[src/hdl/spk_pkg.sv]
// Shared types, constants and rotate helpers for the Speck 32/64 cipher.
`timescale 1ns / 1ps

package spk_pkg;

	localparam int unsigned ROUND_COUNT = 22;
	localparam int unsigned ROUND_W     = (ROUND_COUNT > 1) ? $clog2(ROUND_COUNT) : 1;
	localparam int unsigned WORD_W      = 16;
	localparam int unsigned KEY_WORDS   = 4;
	localparam int unsigned KEY_IDX_W   = $clog2(KEY_WORDS);

	typedef logic [WORD_W-1:0] word_t;

	typedef enum logic {
		OP_ENCRYPT = 1'b0,
		OP_DECRYPT = 1'b1
	} op_t;

	typedef struct packed {
		logic  operation;
		word_t block_low;
		word_t block_high;
	} spk_in_t;

	typedef struct packed {
		word_t result_low;
		word_t result_high;
	} spk_out_t;

	// One pipeline slot: valid bit, operation and the two halves of the block.
	typedef struct packed {
		logic  valid;
		op_t   op;
		word_t x;
		word_t y;
	} spk_stage_t;

	function automatic word_t ror7(input word_t v);
		return {v[6:0], v[WORD_W-1:7]};
	endfunction

	function automatic word_t rol7(input word_t v);
		return {v[WORD_W-8:0], v[WORD_W-1:WORD_W-7]};
	endfunction

	function automatic word_t ror2(input word_t v);
		return {v[1:0], v[WORD_W-1:2]};
	endfunction

	function automatic word_t rol2(input word_t v);
		return {v[WORD_W-3:0], v[WORD_W-1:WORD_W-2]};
	endfunction

endpackage

[src/hdl/spk_key_sched.sv]
// Key word registers and the serial round-key expander.
`timescale 1ns / 1ps

module spk_key_sched
	import spk_pkg::*;
(
	input  logic                 clk,
	input  logic                 arst_n,
	input  logic                 cfg_we,
	input  logic [KEY_IDX_W-1:0] cfg_index,
	input  word_t                cfg_data,
	output logic                 busy,
	output word_t                round_key [ROUND_COUNT]
);

	localparam logic [ROUND_W-1:0] LAST_ROUND = ROUND_W'(ROUND_COUNT - 1);

	word_t              key_q [KEY_WORDS];
	logic               pend_q;
	logic               run_q;
	logic [ROUND_W-1:0] r_q;
	word_t              a_q;
	word_t              mix_q [3];
	word_t              rk_q [ROUND_COUNT];
	word_t              b_next;
	word_t              a_next;

	// One schedule step: mix the head word into the running key.
	assign b_next = word_t'(ror7(mix_q[0]) + a_q) ^ word_t'(r_q);
	assign a_next = rol2(a_q) ^ b_next;

	assign busy      = pend_q | run_q;
	assign round_key = rk_q;

	always_ff @(posedge clk or negedge arst_n) begin
		if (!arst_n) begin
			for (int i = 0; i < KEY_WORDS; i++) begin
				key_q[i] <= '0;
			end
			pend_q <= 1'b1;
			run_q  <= 1'b0;
		end else if (cfg_we) begin
			key_q[cfg_index] <= cfg_data;
			pend_q           <= 1'b1;
			run_q            <= 1'b0;
		end else if (pend_q) begin
			pend_q <= 1'b0;
			run_q  <= 1'b1;
		end else if (run_q && (r_q == LAST_ROUND)) begin
			run_q <= 1'b0;
		end
	end

	always_ff @(posedge clk) begin
		if (pend_q) begin
			a_q      <= key_q[0];
			mix_q[0] <= key_q[1];
			mix_q[1] <= key_q[2];
			mix_q[2] <= key_q[3];
			r_q      <= '0;
		end else if (run_q) begin
			rk_q[r_q] <= a_q;
			a_q       <= a_next;
			mix_q[0]  <= mix_q[1];
			mix_q[1]  <= mix_q[2];
			mix_q[2]  <= b_next;
			r_q       <= r_q + 1'b1;
		end
	end

`ifndef SYNTHESIS
	a_cfg_restarts: assert property (@(posedge clk) disable iff (!arst_n)
		cfg_we |=> busy)
		else $error("key write did not restart expansion");

	a_pend_run_excl: assert property (@(posedge clk) disable iff (!arst_n)
		!(pend_q && run_q))
		else $error("expander loading and running at once");
`endif

endmodule

[src/hdl/spk_round.sv]
// One registered Speck round, forward or inverse per item.
`timescale 1ns / 1ps

module spk_round
	import spk_pkg::*;
(
	input  logic       clk,
	input  logic       arst_n,
	input  spk_stage_t stage_in,
	input  word_t      rk_enc,
	input  word_t      rk_dec,
	output spk_stage_t stage_out
);

	logic  valid_s1;
	op_t   op_s1;
	word_t x_s1;
	word_t y_s1;
	word_t x_enc;
	word_t y_enc;
	word_t x_dec;
	word_t y_dec;

	always_comb begin
		x_enc = word_t'(ror7(stage_in.x) + stage_in.y) ^ rk_enc;
		y_enc = rol2(stage_in.y) ^ x_enc;
		y_dec = ror2(stage_in.y ^ stage_in.x);
		x_dec = rol7(word_t'((stage_in.x ^ rk_dec) - y_dec));
	end

	always_ff @(posedge clk or negedge arst_n) begin
		if (!arst_n) begin
			valid_s1 <= 1'b0;
		end else begin
			valid_s1 <= stage_in.valid;
		end
	end

	// Hold the payload when the slot is empty.
	always_ff @(posedge clk) begin
		if (stage_in.valid) begin
			op_s1 <= stage_in.op;
			if (stage_in.op == OP_DECRYPT) begin
				x_s1 <= x_dec;
				y_s1 <= y_dec;
			end else begin
				x_s1 <= x_enc;
				y_s1 <= y_enc;
			end
		end
	end

	assign stage_out = '{valid: valid_s1, op: op_s1, x: x_s1, y: y_s1};

endmodule

[src/hdl/speck32_64_block_cipher_top.sv]
// Top level of the pipelined Speck 32/64 encrypt/decrypt engine.
`timescale 1ns / 1ps

//  Channel   Signals                       Handshake
//  --------  ----------------------------  ------------------------------------
//  command   cmd (operation, block words)  taken on start && !busy
//  result    result (low and high words)   done strobe, one cycle, no back-off
//  key       cfg_we, cfg_index, cfg_data   written on cfg_we, index 0..3
//
//  One item is taken per cycle while busy is low; each passes through the round
//  pipeline, one register stage per round, and its result shows on done.
//  The result side cannot stall, so the pipeline never holds.
//  After reset, and after every key write, the round keys are expanded one per
//  cycle: busy stays high until the last round key is stored, and no item is taken then.
//  Reset clears the key words to zero and the pipeline valid bits.

module speck32_64_block_cipher_top
	import spk_pkg::*;
(
	input  logic                 clk,
	input  logic                 arst_n,
	input  logic                 start,
	output logic                 busy,
	input  spk_in_t              cmd,
	output logic                 done,
	output spk_out_t             result,
	input  logic                 cfg_we,
	input  logic [KEY_IDX_W-1:0] cfg_index,
	input  word_t                cfg_data
);

	word_t      round_key [ROUND_COUNT];
	spk_stage_t stage [ROUND_COUNT + 1];
	logic       accept;

	// Expand the key schedule into a bank of round-key registers.
	spk_key_sched u_key_sched (
		.clk       (clk),
		.arst_n    (arst_n),
		.cfg_we    (cfg_we),
		.cfg_index (cfg_index),
		.cfg_data  (cfg_data),
		.busy      (busy),
		.round_key (round_key)
	);

	assign accept = start & ~busy;

	// Feed the first round straight from the command port.
	always_comb begin
		stage[0].valid = accept;
		stage[0].op    = op_t'(cmd.operation);
		stage[0].x     = cmd.block_high;
		stage[0].y     = cmd.block_low;
	end

	// Chain the rounds; decryption reads the key bank back to front.
	for (genvar j = 0; j < ROUND_COUNT; j++) begin : g_round
		spk_round u_round (
			.clk       (clk),
			.arst_n    (arst_n),
			.stage_in  (stage[j]),
			.rk_enc    (round_key[j]),
			.rk_dec    (round_key[ROUND_COUNT - 1 - j]),
			.stage_out (stage[j + 1])
		);
	end

	// Drive the result straight off the last round register.
	assign done               = stage[ROUND_COUNT].valid;
	assign result.result_low  = stage[ROUND_COUNT].y;
	assign result.result_high = stage[ROUND_COUNT].x;

`ifndef SYNTHESIS
	a_latency: assert property (@(posedge clk) disable iff (!arst_n)
		accept |-> ##ROUND_COUNT done)
		else $error("accepted item did not complete on time");

	a_no_spurious: assert property (@(posedge clk) disable iff (!arst_n)
		done |-> $past(accept, ROUND_COUNT))
		else $error("result without a matching item");
`endif

endmodule
[config.mk]
export PLATFORM = sky130hd
export DESIGN_NAME = speck32_64_block_cipher_top
export DESIGN_NICKNAME = d
export VERILOG_FILES = /design/src/hdl/spk_pkg.sv /design/src/hdl/spk_key_sched.sv /design/src/hdl/spk_round.sv /design/src/hdl/speck32_64_block_cipher_top.sv
export SDC_FILE = /design/constraint.sdc
export NUM_CORES = 2
export LEC_CHECK = 0
export ABC_CLOCK_PERIOD_IN_PS = 5300
export BUFFER_PORTS_ARGS = -buffer_cell sky130_fd_sc_hd__clkbuf_2
export CAP_MARGIN = 0
export CORE_UTILIZATION = 25
export CTS_CLUSTER_SIZE = 12
export DETAILED_ROUTE_END_ITERATION = 6
export PLACE_DENSITY_LB_ADDON = 0.08
export SETUP_SLACK_MARGIN = 0.05
export SLEW_MARGIN = 5
export SYNTH_ARGS = -nofsm -noshare
export SYNTH_HDL_FRONTEND = slang
export SYNTH_SLANG_ARGS = --single-unit
[constraint.sdc]
create_clock -name clk -period 5.3 [get_ports clk]
set_input_delay 1.06 -clock clk [delete_from_list [all_inputs] [get_ports clk]]
set_output_delay 1.06 -clock clk [all_outputs]
set_load 0.005 [all_outputs]
## Word level (Yosys, flattened, before mapping)

Memories as Yosys holds them, arrays and structs flattened.
Cells that the tools add are included.

- RAM bits: 48
- Bits in latches: 0
- Input port bits: 55
- Memories: 1
- Output and inout bits: 34
- ROM bits: 0
- Logic and storage cells: 338
- Bits in registers: 1186

- Bitwise gates (word level): 99
- Magnitude comparators: 4
- Reduce and logical (&&, ||, !) cells: 6
- Divide/modulo/power cells: 0
- Multiply operators: 0
- Shifts and indexed selects: 0
- Equality and inequality tests: 1
- Mux-type cells: 64
- Add/subtract/negate cells: 46

Memories:

| memory | words | width | rd ports | clocked after Yosys merged registers in | wr ports | RTL line | RTL |
|---|---|---|---|---|---|---|---|
| u_key_sched.mix_q | 3 | 16 | 3 | 0 | 3 | spk_key_sched.sv:23 | `word_t mix_q [3];` |

Operators by type and width:

| cell | number |
|---|---|
| bitwise XOR 16 bit | 89 |
| two-way mux 16 bit | 51 |
| adder 16 bit | 23 |
| bitwise mux 352 bit | 1 |
| subtractor 16 bit | 22 |
| demux 16 bit (select 5 bit) | 1 |
| bitwise mux 64 bit | 1 |
| demux 16 bit (select 2 bit) | 1 |
| bitwise XOR 16 x 5 -> 16 bit | 1 |
| two-way mux 1 bit | 9 |
| greater-or-equal comparator 6 bit (second input constant) | 1 |
| less-than comparator 6 x 1 -> 1 bit (second input constant) | 1 |
| inverter 5 -> 6 bit | 1 |
| adder 5 x 1 -> 5 bit (second input constant) | 1 |
| == test 5 bit (second input constant) | 1 |
| bitwise OR 1 bit | 4 |
| greater-or-equal comparator 3 bit (second input constant) | 1 |
| logical AND 1 bit | 3 |
| less-than comparator 3 x 1 -> 1 bit (second input constant) | 1 |
| inverter 2 -> 3 bit | 1 |
| nonzero test 3 bit | 1 |
| inverter 1 bit | 2 |
| AND reduction 2 bit | 1 |
| nonzero test 2 bit | 1 |
| bitwise AND 1 bit | 1 |

## Depth between registers and ports, before layout

- Word-level depth: 6
- Gate-level depth with buffers: 12
- Gate-level depth less buffers: 12

## Cells and area by module

Synthesis repeated with hierarchy kept, for this count alone.

- Cell total of the unflattened synthesis: 8631
- Area total of the unflattened synthesis: 92537.5 um^2

Modules (own cells, without submodules):

| module | times used | area each (um^2) | cells an instance | sequential area each (um^2) |
|---|---|---|---|---|
| spk_round at g_round[18].u_round ... | 13 | 3425.8 | 348 | 1016.0 |
| spk_key_sched | 1 | 17234.0 | 946 | 14244.9 |
| spk_round at g_round[14].u_round ... | 4 | 3306.9 | 341 | 1016.0 |
| spk_round at g_round[10].u_round ... | 3 | 3465.8 | 354 | 1016.0 |
| spk_round at g_round[0].u_round | 1 | 3602.2 | 376 | 1016.0 |
| spk_round at g_round[13].u_round | 1 | 3527.1 | 358 | 1016.0 |
| speck32_64_block_cipher_top | 1 | 13.8 | 1 | 0.0 |

## Worst setup path before layout

Ideal clock, no wire load.

- Path type: input -> register
- Start: input port cmd[18] (netlist name)
- End: register g_round[0].u_round.x_s1[5] (data pin)
- Setup slack: 1917 ps
- Stages on the path: 12
- Setup time: 270 ps
- Data required time: 5030 ps
- Buffers on the path: 0
- Arrival: 3112 ps
- Cells stage by stage: xor2_1 -> ha_1 -> inv_1 -> fa_1 -> a21o_1 -> a21oi_1 -> nor2b_1 -> o22ai_1 -> o211ai_1 -> a31oi_1 -> xor2_1 -> a21oi_1

- Word-level cells in the longest chain between the ends: 3
- Elaborated cells on any way between the ends: 5
- Those cells by class: add/sub (2); mux (1); bitwise (2)

Ends and longest elaborated chain:

| what | RTL line | RTL |
|---|---|---|
| start: declaration | speck32_64_block_cipher_top.sv:24 | `input spk_in_t cmd,` |
| adder 16 bit or bitwise XOR 16 bit (tied branches) | spk_round.sv:25, spk_round.sv:27 |  |
| bitwise XOR 16 bit or subtractor 16 bit (tied branches) | spk_round.sv:25, spk_round.sv:28 |  |
| two-way mux 16 bit (*) | spk_round.sv:43 | `if (stage_in.op == OP_DECRYPT) begin` |
| end signal: assignment | spk_round.sv:47 | `x_s1 <= x_enc;` |
| end: declaration | spk_round.sv:17 | `word_t x_s1;` |

Mark *: on every way between the ends. The rest lies on a longest branch, timed or not.
A chain may end at the register's enable or synchronous reset.

## Worst setup path after layout

- Start: register g_round[4].u_round.y_s1[2]
- End: register g_round[5].u_round.x_s1[1] (data pin)

- Word-level cells in the longest chain between the ends: 3

Ends and longest elaborated chain:

| what | RTL line | RTL |
|---|---|---|
| start: declaration | spk_round.sv:18 | `word_t y_s1;` |
| start signal: assignment | spk_round.sv:45 | `y_s1 <= y_dec;` |
| start signal: assignment | spk_round.sv:48 | `y_s1 <= y_enc;` |
| bitwise XOR 16 bit | spk_round.sv:27 | `y_dec = ror2(stage_in.y ^ stage_in.x);` |
| subtractor 16 bit | spk_round.sv:28 | `x_dec = rol7(word_t'((stage_in.x ^ rk_dec) - y_dec));` |
| two-way mux 16 bit | spk_round.sv:43 |  |
| end signal: assignment | spk_round.sv:47 |  |
| end: declaration | spk_round.sv:17 |  |

Every way passes these cells.

==> out/results.ini <==
[yosys]
number_of_enable_flip_flop_cells_after_synthesis=1141
synth-seq-cells=1234
ys_dominant_reg_cell=sky130_fd_sc_hd__edfxtp_1
mappedNetlistArea_um2=89200
seq_area_frac_synth=0.410
post_synth_num_cell_types=85
synth_fp_nets=9152
asyncSetResetFlopFracSynth=0.0713
synth-warning-count=0
postSynthAreaPerCell_um2=10.7
instance_count_of_the_mapped_netlist=8373

[die]
die-area_um2=359000
dieWidth_um=599
floorplan.io_pins=89
core_area_um2=354000
num_rows=218
die_h_um=599
initial_core_util=0.252

[worst_setup_path]
path_max_fanout=3
start_kind=register
crit_type=register to register
worstPathRequired_ns=5.87
critical_path.max_stage_delay_ns=0.87
worstPathBufferInverterCount=1
worstPathCellList=xor2_1 -> ha_1 -> inv_1 -> fa_1 -> a21o_1 -> a21oi_1 -> o21bai_1 -> a2111oi_0 -> o31ai_1 -> a21oi_1 -> xor2_1 -> mux2i_1
data_arrival_time_of_the_critical_path_ns=4.39
critical_path.endpoint_type=register
critical_path.top_delay_family=compound AO/OA/AOI/OAI gates
critPathSlowestCell=sky130_fd_sc_hd__a2111oi_0

[clock_tree]
clk_root_buffer_cell=sky130_fd_sc_hd__clkbuf_16
cts.sinks=1234
tritoncts=built
worst_skew_pair.late_latency_ns=0.88
max-clock-path-buffers=4
clk_pin_slew_ns=0.06
cts_hold_bufs=0
post_cts_resized=0
tritoncts.num_buffers=162
post_cts.repair.setup_buffers=0
htree_num_levels=4

[final_layout]
drive_gt1_frac=0.0678
highest_count_cells_in_the_layout_ignoring_fill_and_taps=sky130_fd_sc_hd__xnor2_1, sky130_fd_sc_hd__edfxtp_1, sky130_fd_sc_hd__xor2_1
most_common_cell_after_layout_fill_and_taps_aside=sky130_fd_sc_hd__xnor2_1
multi_input_area_um2=51200
finished_layout_cell_area_um2=101000
finish.net_count=9344
sequential_cell_area_um2=36600
area_growth_syn_to_layout_pct=13.3
fill_cells=36900

[grt]
met1_usage=0.302
grt_antenna_before_repair=31
gr-usage-all-layers=0.204
met3_global_route_usage=0.0178
grt_first_pass_wirelength_um=517000
globalRoute.busiestLayer=met2
gr-total-overflow=0
met2_usage=0.318
grt_pass1_vias=64600
grt_max_degree=75

[sta]
finalClockSkew_ns=0.0473
slew-limit-headroom=0.195
setup_viol=0
finalHoldViolations=0
final.setup.worst_slack_ns=1.48
worst_pin_slew_ns=1.21
min_period_over_period=0.721
max_freq_mhz=262
fin_tns_setup_ns=0
number_of_pins_with_negative_max_slew_slack_in_the_final_report=0
shortest_clock_period_the_worst_path_allows_after_layout_ns=3.82
rsz0062_at_grt=false

[drt]
first_iter_violations=5907
routed-via-count=66300
dr.pass1.iters=5
post_drt_wl_per_cell_um=27.9
avgViaCountPerCell=4.93
antenna_left=0
routed_wl_um=375000
drc_violations_left=0

[pwr]
switching_share=0.384
power.switching_mw=15.2
internal_power_mw=24.3
pwr-share-comb=0.377
vdd_drop_max_uv=280
power.sequential.fraction=0.338
p_clk_frac=0.285
static-leakage-power_nw=37.9
powerDensity_nw_per_um2=390

[placed_design]
gp_congestion=0.907
preCtsSetupSlack_ns=1.28
dp_hpwl_um=297000
detailed_place.area_um2=95700
number_of_i_o_port_buffers=88

[outcome]
run_status=finished, final reports clean

[min_path]
hp-class=primary input to asynchronous set/reset pin

[run]
max_cap_viol_count=0

==> worst paths after layout <==
kind | start | to | slack, ns | cells past startpoint
worst min register to register | g_round[15].u_round.op_s1 | g_round[16].u_round.op_s1 | 0.46 | 0
worst min-delay path | arst_n | g_round[3].u_round.valid_s1 | 0.17 | 1
worst max register to register | g_round[4].u_round.y_s1[2] | g_round[5].u_round.x_s1[1] | 1.48 | 12
max in group asynchronous | arst_n | u_key_sched.key_q[21] | 4.15 | 2
min in group clk | cfg_we | u_key_sched.pend_q | 0.43 | 1
worst max-delay path | g_round[4].u_round.y_s1[2] | g_round[5].u_round.x_s1[1] | 1.48 | 12
==> cell usage after synthesis (all sizes together), types with 69 or more instances <==
cell,instances,area [µm²]
a211oi,69,518
a21o,213,1600
a21oi,734,3670
a31oi,76,475
clkbuf,109,409
dfrtp,87,2180
edfxtp,1141,34300
ha,679,8500
inv,232,871
mux2,93,1050
mux2i,225,2250
nand2,442,1660
nand3,103,515
nor2,651,2450
nor2b,103,644
nor3,75,375
o211ai,95,713
o21a,147,1100
o21ai,383,1920
xnor2,1231,10800
xor2,751,6580
==> per-stage QoR <==
stage / utilization / hold WS [ns] / instances / power [mW]
3_5_place_dp: 0.271 / 0.457 / 13100 / 28.3
2_1_floorplan: - / 0.424 / 8373 / 22.6
4_1_cts: 0.285 / 0.125 / 13400 / 39.8
6_report: 0.286 / 0.173 / 13400 / 39.4
3_3_place_gp: 0.271 / 0.441 / 13100 / 28.4
5_1_grt: 0.286 / 0.135 / 13400 / 41.4
==> kinds of logic after synthesis <==
logic type,after synthesis,share of synthesized area
muxes,318,0.0370
and+or+nand+nor,1658,0.0843
xor gates and xnor gates,2025,0.206
buffers and inverters,388,0.0164
adders and majority gates,724,0.105
DFF,1234,0.410
AOI/OAI and AO/OA,2026,0.141
==> metal layers <==
metal  wire length [µm]  vias to the layer above
met1             183000                    33300
met4               9460                        0
met5                  0                        -
li1                   -                    30700
met2             166000                     1813
met3              16500                      371
==> final cells by class <==
cell class	count	share of cell area
Multi-Input combinational cell	6751	0.507
Sequential cell	1234	0.362
Tap cell	4730	0.0586
Clock buffer	198	0.0426
Timing Repair Buffer	181	0.0115
Clock inverter	93	0.00955
Inverter	235	0.00873
Antenna cell	14	0.000347
==> power by group through the flow <==
| stage | sequential (mW) | clock (mW) | combinational, mW |
|---|---|---|---|
| after floorplan | 13.2 | 0 | 9.37 |
| after global placement | 13.5 | 0 | 14.9 |
| after detailed placement | 13.5 | 0 | 14.8 |
| after CTS | 13.3 | 11.6 | 14.9 |
| after global routing | 13.4 | 11.9 | 16.1 |
| final | 13.3 | 11.2 | 14.9 |
==> flip-flops by register name, indices dropped and copies added (netlist names) <==
register,cells
u_key_sched.a_q,16
g_round.u_round.y_s1,352
g_round.u_round.op_s1,21
u_key_sched.r_q,5
g_round.u_round.x_s1,352
u_key_sched.pend_q,1
u_key_sched.round_key,352
u_key_sched.key_q,64
g_round.u_round.valid_s1,22
u_key_sched.mix_q,48
u_key_sched.run_q,1
Power figures use the tool's default switching activity.
